**src/sv/tmd_pkg.sv**
```systemverilog
// shared types and constants for the table-driven morse decoder
// no dependencies; imported by tmd_table, tmd_ctrl and the top level
`default_nettype none

package tmd_pkg;

  localparam int unsigned LetterW  = 5;
  localparam int unsigned PatternW = 32;
  localparam int unsigned LengthW  = 6;
  localparam int unsigned FieldIdxW = 6;

  localparam logic [LetterW-1:0] LAST_LETTER  = 5'd25;
  localparam logic [LetterW-1:0] UNKNOWN_CODE = 5'd26;

  localparam logic REQ_WRITE  = 1'b0;
  localparam logic REQ_SYMBOL = 1'b1;

  typedef enum logic [1:0] {
    SYM_DOT  = 2'd0,
    SYM_DASH = 2'd1,
    SYM_SEP  = 2'd2,
    SYM_END  = 2'd3
  } tmd_sym_e;

  // one table write as taken from the input stream
  typedef struct packed {
    logic                 en;
    logic [FieldIdxW-1:0] idx;
    logic [LetterW-1:0]   letter;
    logic [PatternW-1:0]  pattern;
    logic [LengthW-1:0]   length;
  } tmd_wr_t;

  // one stored table entry
  typedef struct packed {
    logic [LetterW-1:0]  letter;
    logic [PatternW-1:0] pattern;
    logic [LengthW-1:0]  length;
  } tmd_entry_t;

  // registered read data of the table
  typedef struct packed {
    logic       valid;
    tmd_entry_t entry;
  } tmd_rd_t;

  function automatic logic [PatternW-1:0] low_mask(input logic [LengthW-1:0] n);
    logic [PatternW-1:0] m;
    if (n >= LengthW'(PatternW)) begin
      m = '1;
    end else begin
      m = (PatternW'(1) << n) - PatternW'(1);
    end
    return m;
  endfunction

endpackage

`default_nettype wire

```
**src/sv/tmd_table.sv**
```systemverilog
// code table: synchronous entry memory with one read port and valid flops
// depends on tmd_pkg
`default_nettype none

module tmd_table
  import tmd_pkg::*;
#(
  parameter int unsigned TABLE_ENTRIES = 64,
  localparam int unsigned IdxW = (TABLE_ENTRIES > 1) ? $clog2(TABLE_ENTRIES) : 1
) (
  input  wire logic            clk_i,
  input  wire logic            rst_ni,
  input  wire tmd_wr_t         wr_i,
  input  wire logic [IdxW-1:0] rd_addr_i,
  output tmd_rd_t              rd_o
);

  tmd_entry_t               mem [TABLE_ENTRIES];
  logic [TABLE_ENTRIES-1:0] valid_q;
  logic                     rd_valid_q;
  tmd_entry_t               rd_entry_q;

  logic            wr_in_range;
  logic [IdxW-1:0] wr_addr;
  tmd_entry_t      wr_entry;

  assign wr_in_range = 32'(wr_i.idx) < TABLE_ENTRIES;
  assign wr_addr     = IdxW'(wr_i.idx);

  always_comb begin
    wr_entry.letter  = (wr_i.letter > LAST_LETTER) ? UNKNOWN_CODE : wr_i.letter;
    wr_entry.pattern = wr_i.pattern & low_mask(wr_i.length);
    wr_entry.length  = wr_i.length;
  end

  // zero length only clears the valid mark, the entry itself is kept
  always_ff @(posedge clk_i) begin
    if (wr_i.en && wr_in_range && (wr_i.length != '0)) begin
      mem[wr_addr] <= wr_entry;
    end
    rd_entry_q <= mem[rd_addr_i];
  end

  always_ff @(posedge clk_i or negedge rst_ni) begin
    if (!rst_ni) begin
      valid_q    <= '0;
      rd_valid_q <= 1'b0;
    end else begin
      if (wr_i.en && wr_in_range) begin
        valid_q[wr_addr] <= (wr_i.length != '0);
      end
      rd_valid_q <= valid_q[rd_addr_i];
    end
  end

  assign rd_o.valid = rd_valid_q;
  assign rd_o.entry = rd_entry_q;

endmodule

`default_nettype wire

```
**src/sv/tmd_ctrl.sv**
```systemverilog
// symbol collection, table scan sequencer and output register
// depends on tmd_pkg; drives the read port of tmd_table
`default_nettype none

module tmd_ctrl
  import tmd_pkg::*;
#(
  parameter int unsigned TABLE_ENTRIES = 64,
  parameter int unsigned MAX_SYMBOLS   = 32,
  localparam int unsigned IdxW = (TABLE_ENTRIES > 1) ? $clog2(TABLE_ENTRIES) : 1
) (
  input  wire logic               clk_i,
  input  wire logic               rst_ni,
  output logic                    in_ready_o,
  input  wire logic               sym_valid_i,
  input  wire logic [1:0]         symbol_i,
  output logic [IdxW-1:0]         rd_addr_o,
  input  wire tmd_rd_t            rd_i,
  output logic                    out_valid_o,
  input  wire logic               out_ready_i,
  output logic [LetterW-1:0]      out_letter_o,
  output logic                    out_last_o
);

  localparam int unsigned CntW     = $clog2(TABLE_ENTRIES + 1);
  localparam int unsigned SymLimit = (MAX_SYMBOLS < 32) ? MAX_SYMBOLS : 32;

  typedef enum logic [1:0] {
    ST_IDLE,
    ST_SCAN,
    ST_WAIT
  } state_e;

  state_e              state_q;
  logic [PatternW-1:0] pend_pat_q;
  logic [LengthW-1:0]  pend_len_q;
  logic                ovf_q;
  logic [CntW-1:0]     ra_q;
  logic                cmp_q;
  logic [LetterW-1:0]  res_q;
  logic                end_q;
  logic                out_valid_q;
  logic [LetterW-1:0]  out_letter_q;
  logic                out_last_q;

  logic hit;
  logic ra_in_table;
  logic out_load;

  assign ra_in_table = ra_q < CntW'(TABLE_ENTRIES);
  assign hit = rd_i.valid && (rd_i.entry.length == pend_len_q)
               && (rd_i.entry.pattern == pend_pat_q);
  // result moves into the output register when it is free or being drained
  assign out_load = (state_q == ST_WAIT) && (!out_valid_q || out_ready_i);

  always_ff @(posedge clk_i or negedge rst_ni) begin
    if (!rst_ni) begin
      state_q      <= ST_IDLE;
      pend_pat_q   <= '0;
      pend_len_q   <= '0;
      ovf_q        <= 1'b0;
      ra_q         <= '0;
      cmp_q        <= 1'b0;
      res_q        <= '0;
      end_q        <= 1'b0;
      out_valid_q  <= 1'b0;
      out_letter_q <= '0;
      out_last_q   <= 1'b0;
    end else begin
      if (out_load) begin
        out_valid_q <= 1'b1;
      end else if (out_ready_i) begin
        out_valid_q <= 1'b0;
      end
      unique case (state_q)
        ST_IDLE: begin
          if (sym_valid_i) begin
            unique case (tmd_sym_e'(symbol_i))
              SYM_DOT, SYM_DASH: begin
                if (pend_len_q < LengthW'(SymLimit)) begin
                  if (tmd_sym_e'(symbol_i) == SYM_DASH) begin
                    pend_pat_q <= pend_pat_q | (PatternW'(1) << pend_len_q);
                  end
                  pend_len_q <= pend_len_q + LengthW'(1);
                end else begin
                  ovf_q <= 1'b1;
                end
              end
              SYM_SEP, SYM_END: begin
                if ((pend_len_q != '0) || ovf_q) begin
                  end_q <= (tmd_sym_e'(symbol_i) == SYM_END);
                  if (ovf_q) begin
                    res_q   <= UNKNOWN_CODE;
                    state_q <= ST_WAIT;
                  end else begin
                    ra_q    <= '0;
                    cmp_q   <= 1'b0;
                    state_q <= ST_SCAN;
                  end
                end
              end
              default: ;
            endcase
          end
        end
        ST_SCAN: begin
          // read of entry ra_q issued now, its data compared next cycle
          cmp_q <= ra_in_table;
          if (ra_in_table) begin
            ra_q <= ra_q + CntW'(1);
          end
          if (cmp_q && hit) begin
            res_q   <= rd_i.entry.letter;
            state_q <= ST_WAIT;
          end else if (!cmp_q && !ra_in_table) begin
            res_q   <= UNKNOWN_CODE;
            state_q <= ST_WAIT;
          end
        end
        ST_WAIT: begin
          if (out_load) begin
            out_letter_q <= res_q;
            out_last_q   <= end_q;
            pend_pat_q   <= '0;
            pend_len_q   <= '0;
            ovf_q        <= 1'b0;
            state_q      <= ST_IDLE;
          end
        end
        default: state_q <= ST_IDLE;
      endcase
    end
  end

  assign in_ready_o   = (state_q == ST_IDLE);
  assign rd_addr_o    = ra_q[IdxW-1:0];
  assign out_valid_o  = out_valid_q;
  assign out_letter_o = out_letter_q;
  assign out_last_o   = out_last_q;

endmodule

`default_nettype wire

```
**src/sv/table_driven_morse_decoder_core.sv**
```systemverilog
// top level of the table-driven morse decoder: stream ports and field unpacking
// depends on tmd_pkg, tmd_table and tmd_ctrl
`default_nettype none

// Decodes a stream of dots, dashes, separators and end marks against a loadable
// code table. A table-write beat (tuser = 0) stores letter, pattern and length
// at one entry; a length of zero clears the entry's valid mark. A separator
// or end mark that closes a nonempty token starts a scan of the table through
// its single read port, one entry per cycle, stopping at the first valid match.
// After the flush beat tready stays low while the scan runs and while the
// result waits for the output register to drain; a token that overflowed the
// symbol limit skips the scan and is unknown. The letter (26 when unknown)
// leaves on the master port with tlast set when the token was closed by an end
// mark. An output register lets the next beat be taken while a result still
// waits.

module table_driven_morse_decoder_core
  import tmd_pkg::*;
#(
  parameter int unsigned TABLE_ENTRIES = 64,
  parameter int unsigned MAX_SYMBOLS   = 32
) (
  input  wire logic        clk_i,
  input  wire logic        rst_ni,
  input  wire logic        s_axis_tvalid_i,
  output logic             s_axis_tready_o,
  // entry_index[5:0], entry_letter[10:6], entry_pattern[42:11],
  // entry_length[48:43], symbol[50:49], zero fill[55:51]
  input  wire logic [55:0] s_axis_tdata_i,
  // req_type[0]
  input  wire logic [0:0]  s_axis_tuser_i,
  output logic             m_axis_tvalid_o,
  input  wire logic        m_axis_tready_i,
  // letter_code[4:0], zero fill[7:5]
  output logic [7:0]       m_axis_tdata_o,
  output logic             m_axis_tlast_o
);

  localparam int unsigned IdxW = (TABLE_ENTRIES > 1) ? $clog2(TABLE_ENTRIES) : 1;

  logic               beat_in;
  logic               sym_valid;
  tmd_wr_t            wr;
  logic [IdxW-1:0]    rd_addr;
  tmd_rd_t            rd;
  logic [LetterW-1:0] out_letter;

  assign beat_in   = s_axis_tvalid_i && s_axis_tready_o;
  assign sym_valid = beat_in && (s_axis_tuser_i[0] == REQ_SYMBOL);

  always_comb begin
    wr.en      = beat_in && (s_axis_tuser_i[0] == REQ_WRITE);
    wr.idx     = s_axis_tdata_i[5:0];
    wr.letter  = s_axis_tdata_i[10:6];
    wr.pattern = s_axis_tdata_i[42:11];
    wr.length  = s_axis_tdata_i[48:43];
  end

  tmd_table #(
    .TABLE_ENTRIES(TABLE_ENTRIES)
  ) u_table (
    .clk_i    (clk_i),
    .rst_ni   (rst_ni),
    .wr_i     (wr),
    .rd_addr_i(rd_addr),
    .rd_o     (rd)
  );

  tmd_ctrl #(
    .TABLE_ENTRIES(TABLE_ENTRIES),
    .MAX_SYMBOLS  (MAX_SYMBOLS)
  ) u_ctrl (
    .clk_i       (clk_i),
    .rst_ni      (rst_ni),
    .in_ready_o  (s_axis_tready_o),
    .sym_valid_i (sym_valid),
    .symbol_i    (s_axis_tdata_i[50:49]),
    .rd_addr_o   (rd_addr),
    .rd_i        (rd),
    .out_valid_o (m_axis_tvalid_o),
    .out_ready_i (m_axis_tready_i),
    .out_letter_o(out_letter),
    .out_last_o  (m_axis_tlast_o)
  );

  assign m_axis_tdata_o = {3'b000, out_letter};

endmodule

`default_nettype wire
```
**config.mk**
```make
export PLATFORM = sky130hd
export DESIGN_NAME = table_driven_morse_decoder_core
export DESIGN_NICKNAME = d
export VERILOG_FILES = /design/src/sv/tmd_pkg.sv /design/src/sv/tmd_table.sv /design/src/sv/tmd_ctrl.sv /design/src/sv/table_driven_morse_decoder_core.sv
export SDC_FILE = /design/constraint.sdc
export NUM_CORES = 2
export LEC_CHECK = 0
export BUFFER_PORTS_ARGS = -buffer_cell sky130_fd_sc_hd__buf_2
export CAP_MARGIN = 5
export CELL_PAD_IN_SITES_DETAIL_PLACEMENT = 1
export CELL_PAD_IN_SITES_GLOBAL_PLACEMENT = 1
export CORE_MARGIN = 3
export CORE_UTILIZATION = 30
export CTS_CLUSTER_SIZE = 14
export DETAILED_ROUTE_END_ITERATION = 8
export PLACE_DENSITY_LB_ADDON = 0.05
export SLEW_MARGIN = 15
export SYNTH_ARGS = -nofsm -noshare
export SYNTH_HDL_FRONTEND = slang
export SYNTH_SLANG_ARGS = --single-unit
```
**constraint.sdc**
```tcl
create_clock -name clk_i -period 6.5 [get_ports clk_i]
set_input_delay 1.625 -clock clk_i [delete_from_list [all_inputs] [get_ports clk_i]]
set_output_delay 1.625 -clock clk_i [all_outputs]
set_load 0.05 [all_outputs]
```
# Yosys cells after proc, flatten, opt, wreduce, memory -nomap -nowiden
# Memory sizes are Yosys's and may differ from the RTL's. A register that Yosys moved wholly into a read port is not among the register bits.
# Cells that the tools add are included.
# word_totals
elab_cells	134
ram_bits	2752
input_bits	61
memories	1
regBits	127
# op_classes
n_eq_ne	19
addsub	3
reduce_logical	33
n_lt_le_gt_ge	7
bitwise_logic	3
shift	2
n_mux	53
# mem_list
memory	depth	width	read_ports	rd_ports_with_merged_regs	wr	line	text
u_table.mem	64	43	1	1	1	tmd_table.sv:18	tmd_entry_t mem [TABLE_ENTRIES];
# op_table
operator	count
$mux 32	6
$bwmux 64	1
$pmux 32 s2	1
$shl 1x6->32 const A	2
$mux 5	7
$mux 7	5
$and 32x32->32	1
$eq 32x32->1	1
$or 32x32->32	1
$sub 32x2->32 const B	1
$mux 6	4
$reduce_and 5->1	4
$ne 2x1->1 const B	9
$reduce_and 6->1	3
$lt 6x7->1 const B	2
$mux 1	14
$mux 2	7
$pmux 7 s2	1
$pmux 6 s2	1
$reduce_bool 6->1	2
$logic_and 1x1->1	10
$pmux 5 s2	1
$add 7x1->7 const B	1
$lt 7x7->1 const B	1
other kinds (22)	34

# Depth between registers and ports, before layout
# depth
depth_word	7
ltp_mapped	11
depth_no_buf	9

# Modules after synthesis
# A second synthesis with hierarchy kept.
# hier_totals
cells_unflattened	5394
hier_area_um2	112945.8
# modules_own_cells
mod	area_per_inst_um2	cells_per_inst	seq_area_each_um2	n_inst
tmd_table	109570.1	5063	85126.6	1
tmd_ctrl	3333.2	325	1551.5	1
table_driven_morse_decoder_core	42.5	6	0.0	1

# Worst setup path before layout
# No wires, ideal clock.
# synth_path
path_kind	input-to-reg
startpoint	input s_axis_tdata_i[48]
endpoint	memory u_table.mem[0][24] in the netlist's numbering, data pin
arrival_ns	6.001
path_stages	10
path_slack_ns	-0.226
cell_sequence	nor2_1 > and3_1 > clkbuf_1 > inv_2 > ha_1 > clkbuf_1 > clkbuf_1 > nor3b_1 > o21ai_0 > a21boi_0
# synth_rtl
element	line	text
start, declared	table_driven_morse_decoder_core.sv:29	input wire logic [55:0] s_axis_tdata_i,
end, declared	tmd_table.sv:18	

==> metrics.yaml <==
reg2reg_depth: 6
finalWirelength_um: 408000
rrSetupSlack_ns: 1.99
dp_hpwl_um: 242000
drtAntennaViolNets: 0
synth_area_leader_cell: "edfxtp_1"
seqCellArea_um2: 86700
min_period_ns: 4.68
overflow: 0
status: "finished, final reports clean"
synthCells: 5532
worst-setup-path-type: "primary input to flop"
setup_viol: 0
min_from: "u_table.rd_o[41]$_DFF_P_"
antenna_found_initial: 44
hold_viol: 0
h-tree-depth: 5
ys_ff_latch: 2922
cts_tree: "done"
cts_buffer_depth: 4
rsz0062_at_grt: "false"
syn_area_per_cell_um2: 20.4
place_congestion: 0.752
fin_util: 0.355
numCtsBuffers: 347
nNetsFinal: 6009
grt_max_degree: 90
grt_pass1_vias: 61350
worst-path-buf-inv: 4
hold_path_class: "flop to flop"
vias: 58367
post_route_cells_drive_above_1_share: 0.253
place_inst: 10563
fp-row-count: 224
relSlewSlack: 0.150
synth_enable_flop_cells: 2752
fmax_mhz: 214
grt_pass1_wl_um: 551000
ys_warn_count: 0
synth_cell_types: 71
hold_depth: 1
clk_latency_ns: 0.94
clockRootBuffer: "clkbuf_16"
syn_area_um2: 113000
synth.area.top_cells: "edfxtp_1, mux4_2, mux2i_1"
critical-path-slowest-cell: "nor2_1"
clkSlewWorstSetupHoldPaths_ns: 0.06
crit_family: "simple AND/OR/NAND/NOR gates"
crit_required_ns: 7.07
powerDensity_nw_per_um2: 399
via_per_inst: 5.21
cp-start-kind: "primary input"
end_kind: "flop"
final.setup.tns_ns: 0
ir_worst_vdd_mv: 0.232
die_x_um: 620
fin_skew_ns: 0.0531
synth_top_flop_cell: "edfxtp_1"
io_buffer_count: 63
cts_hold_buffers: 0
initial_utilization: 0.302
worstPathCellList: "buf_2 > nor2_1 > and3_2 > inv_2 > ha_1 > buf_4 > nor2_1 > a31oi_1 > o21ai_0 > and2_2 > buf_4"
instances_no_fill: 11208
route.detailed.drc: 0
fin_crit_sh: 0.721
synthDominantCellAreaShare: 0.731
arrival_ns: 5.25
die_area_um2: 384000
multiInputGateArea_um2: 25300
p_leak_nw: 41.6
dp_worst_setup_slack_ns: 0.810
finalWorstSetupSlack_ns: 1.82
routedWlPerCell_um: 36.4
ys_seq_area_frac: 0.767
drtIter0Drc: 5937
fillers: 36137
reg2reg_from: "u_ctrl.ra_q[3]$_DFFE_PN0P_"
rr_endpoint: "u_table.rd_o[41]$_DFF_P_"
post_cts_resized: 0
track_usage: 0.210
cts_sinks: 2922
ios: 72
area_growth_pct: 17.3
worstMarginPinSlew_ns: 1.27
coreArea_um2: 374000
cp_max_fo: 64
die_h_um: 620
min_to: "u_ctrl.res_q[3]$_DFFE_PN0P_"
cpPeakStageDelay_ns: 0.66
postCtsSetupRepairBufs: 0
async_flop_share: 0.0435
dr.pass1.iters: 7
drv_cap: 0
maxSlewViolCount: 0
## metrics by stage
step | hold WS (ns) | total power (W) | cell area, um^2
final | 0.464 | 0.0528 | 133000
after global placement | 0.457 | 0.0346 | 122000
after floorplan | 0.403 | 0.0291 | 113000
after detailed placement | 0.460 | 0.0347 | 122000
after global routing | 0.482 | 0.0549 | 133000
after CTS | 0.468 | 0.0538 | 133000
## worst max path at each step
stage | startpoint | endpoint | depth (start not counted)
floorplan | s_axis_tdata_i[48] | u_table.mem[0][26]$_DFFE_PP_ | 9
global placement | s_axis_tdata_i[46] | u_table.mem[58][35]$_DFFE_PP_ | 9
detailed placement | s_axis_tdata_i[46] | u_table.mem[52][34]$_DFFE_PP_ | 11
CTS | s_axis_tdata_i[46] | u_table.mem[61][34]$_DFFE_PP_ | 11
global route | s_axis_tdata_i[46] | u_table.mem[61][34]$_DFFE_PP_ | 11
finish | s_axis_tdata_i[46] | u_table.mem[61][34]$_DFFE_PP_ | 11
## worst register-to-register path, stage by stage (launching register included)
cell and delay [ns]:
dfrtp_4 0.79, nand3b_1 1.06, buf_12 0.56, o22ai_1 0.28, or3_1 0.26, o22ai_1 0.29, a2111oi_0 1.07
## sequential cells by signal, indices dropped and copies added, names as in the netlist
name	count
u_table.rd_o	43
u_ctrl.ra_q	7
u_ctrl.state_q	2
u_ctrl.out_letter_o	5
u_ctrl.pend_pat_q	32
u_ctrl.pend_len_q	6
u_ctrl.cmp_q	1
u_table.rd_valid_q	1
u_ctrl.out_valid_o	1
u_ctrl.ovf_q	1
u_ctrl.res_q	5
u_table.mem	2752
u_ctrl.out_last_o	1
u_ctrl.end_q	1
u_table.valid_q	64
## layout make-up
| type | count | area share |
|---|---|---|
| antenna | 10 | 0.000189 |
| inverter | 11 | 0.000311 |
| tap | 4972 | 0.0469 |
| sequential | 2922 | 0.654 |
| multi-input combinational | 2274 | 0.191 |
| clock buffer | 450 | 0.0696 |
| timing repair buffer | 384 | 0.0259 |
| clock inverter | 185 | 0.0124 |
## metal layers
metal  share of wire  GRT usage  vias to the layer above
met4           0.019     0.0411                        2
met5        0.000029          0                        -
li1                -          -                    23817
met1            0.46      0.305                    32607
met2            0.47      0.337                     1546
met3           0.049     0.0303                      395
## layout by cell type (no fill, tap or decap), types with 23 or more instances in the layout
cell,synthesis,routed
clkinv_2,0,58
dfrtp_1,127,121
nor3_1,30,30
nand2_1,64,62
o221ai_1,64,64
dfxtp_1,43,43
mux2_2,35,35
buf_4,66,267
edfxtp_1,2752,2752
buf_2,96,61
xor2_1,27,27
nor2b_1,42,35
a21oi_1,140,139
clkbuf_1,110,94
a211oi_1,34,33
buf_12,3,53
a22oi_1,28,28
mux4_2,541,541
o21ai_0,113,111
nor2_4,0,67
nand3_1,32,32
a2111oi_0,37,25
clkinv_1,0,75
o22ai_1,144,144
nor2_1,245,178
clkbuf_16,0,353
bufinv_16,0,23
a31oi_1,36,36
mux2i_1,418,418
## cells in the mapped netlist (21+ instances only)
cell	count
edfxtp_1	2752
mux4_2	541
mux2i_1	418
nor2_1	245
o22ai_1	144
a21oi_1	140
dfrtp_1	127
o21ai_0	113
clkbuf_1	110
buf_2	96
buf_4	66
nand2_1	64
o221ai_1	64
dfxtp_1	43
nor2b_1	42
a2111oi_0	37
a31oi_1	36
mux2_2	35
a211oi_1	34
buf_6	33
nand3_1	32
nor3_1	30
a22oi_1	28
xor2_1	27
a221oi_1	23
xnor2_1	21
## power breakdown
group	internal, W	switching (W)
Combinational	0.00467	0.00772
Sequential	0.0211	0.000518
Clock	0.0109	0.00794
## logic make-up (layout without fill, tap and decap cells)
| kind of cell | after synthesis | in the layout | share of synthesized area |
|---|---|---|---|
| buf+inv | 338 | 1030 | 0.0171 |
| other cells | 1 | 13 | 0.0000332 |
| mux | 994 | 994 | 0.148 |
| xor+xnor | 48 | 48 | 0.00372 |
| fa+ha+maj | 8 | 8 | 0.000886 |
| simple gates | 522 | 522 | 0.0220 |
| flops | 2922 | 2922 | 0.767 |
| compound gates | 699 | 699 | 0.0408 |
Power figures use the tool's default switching activity.
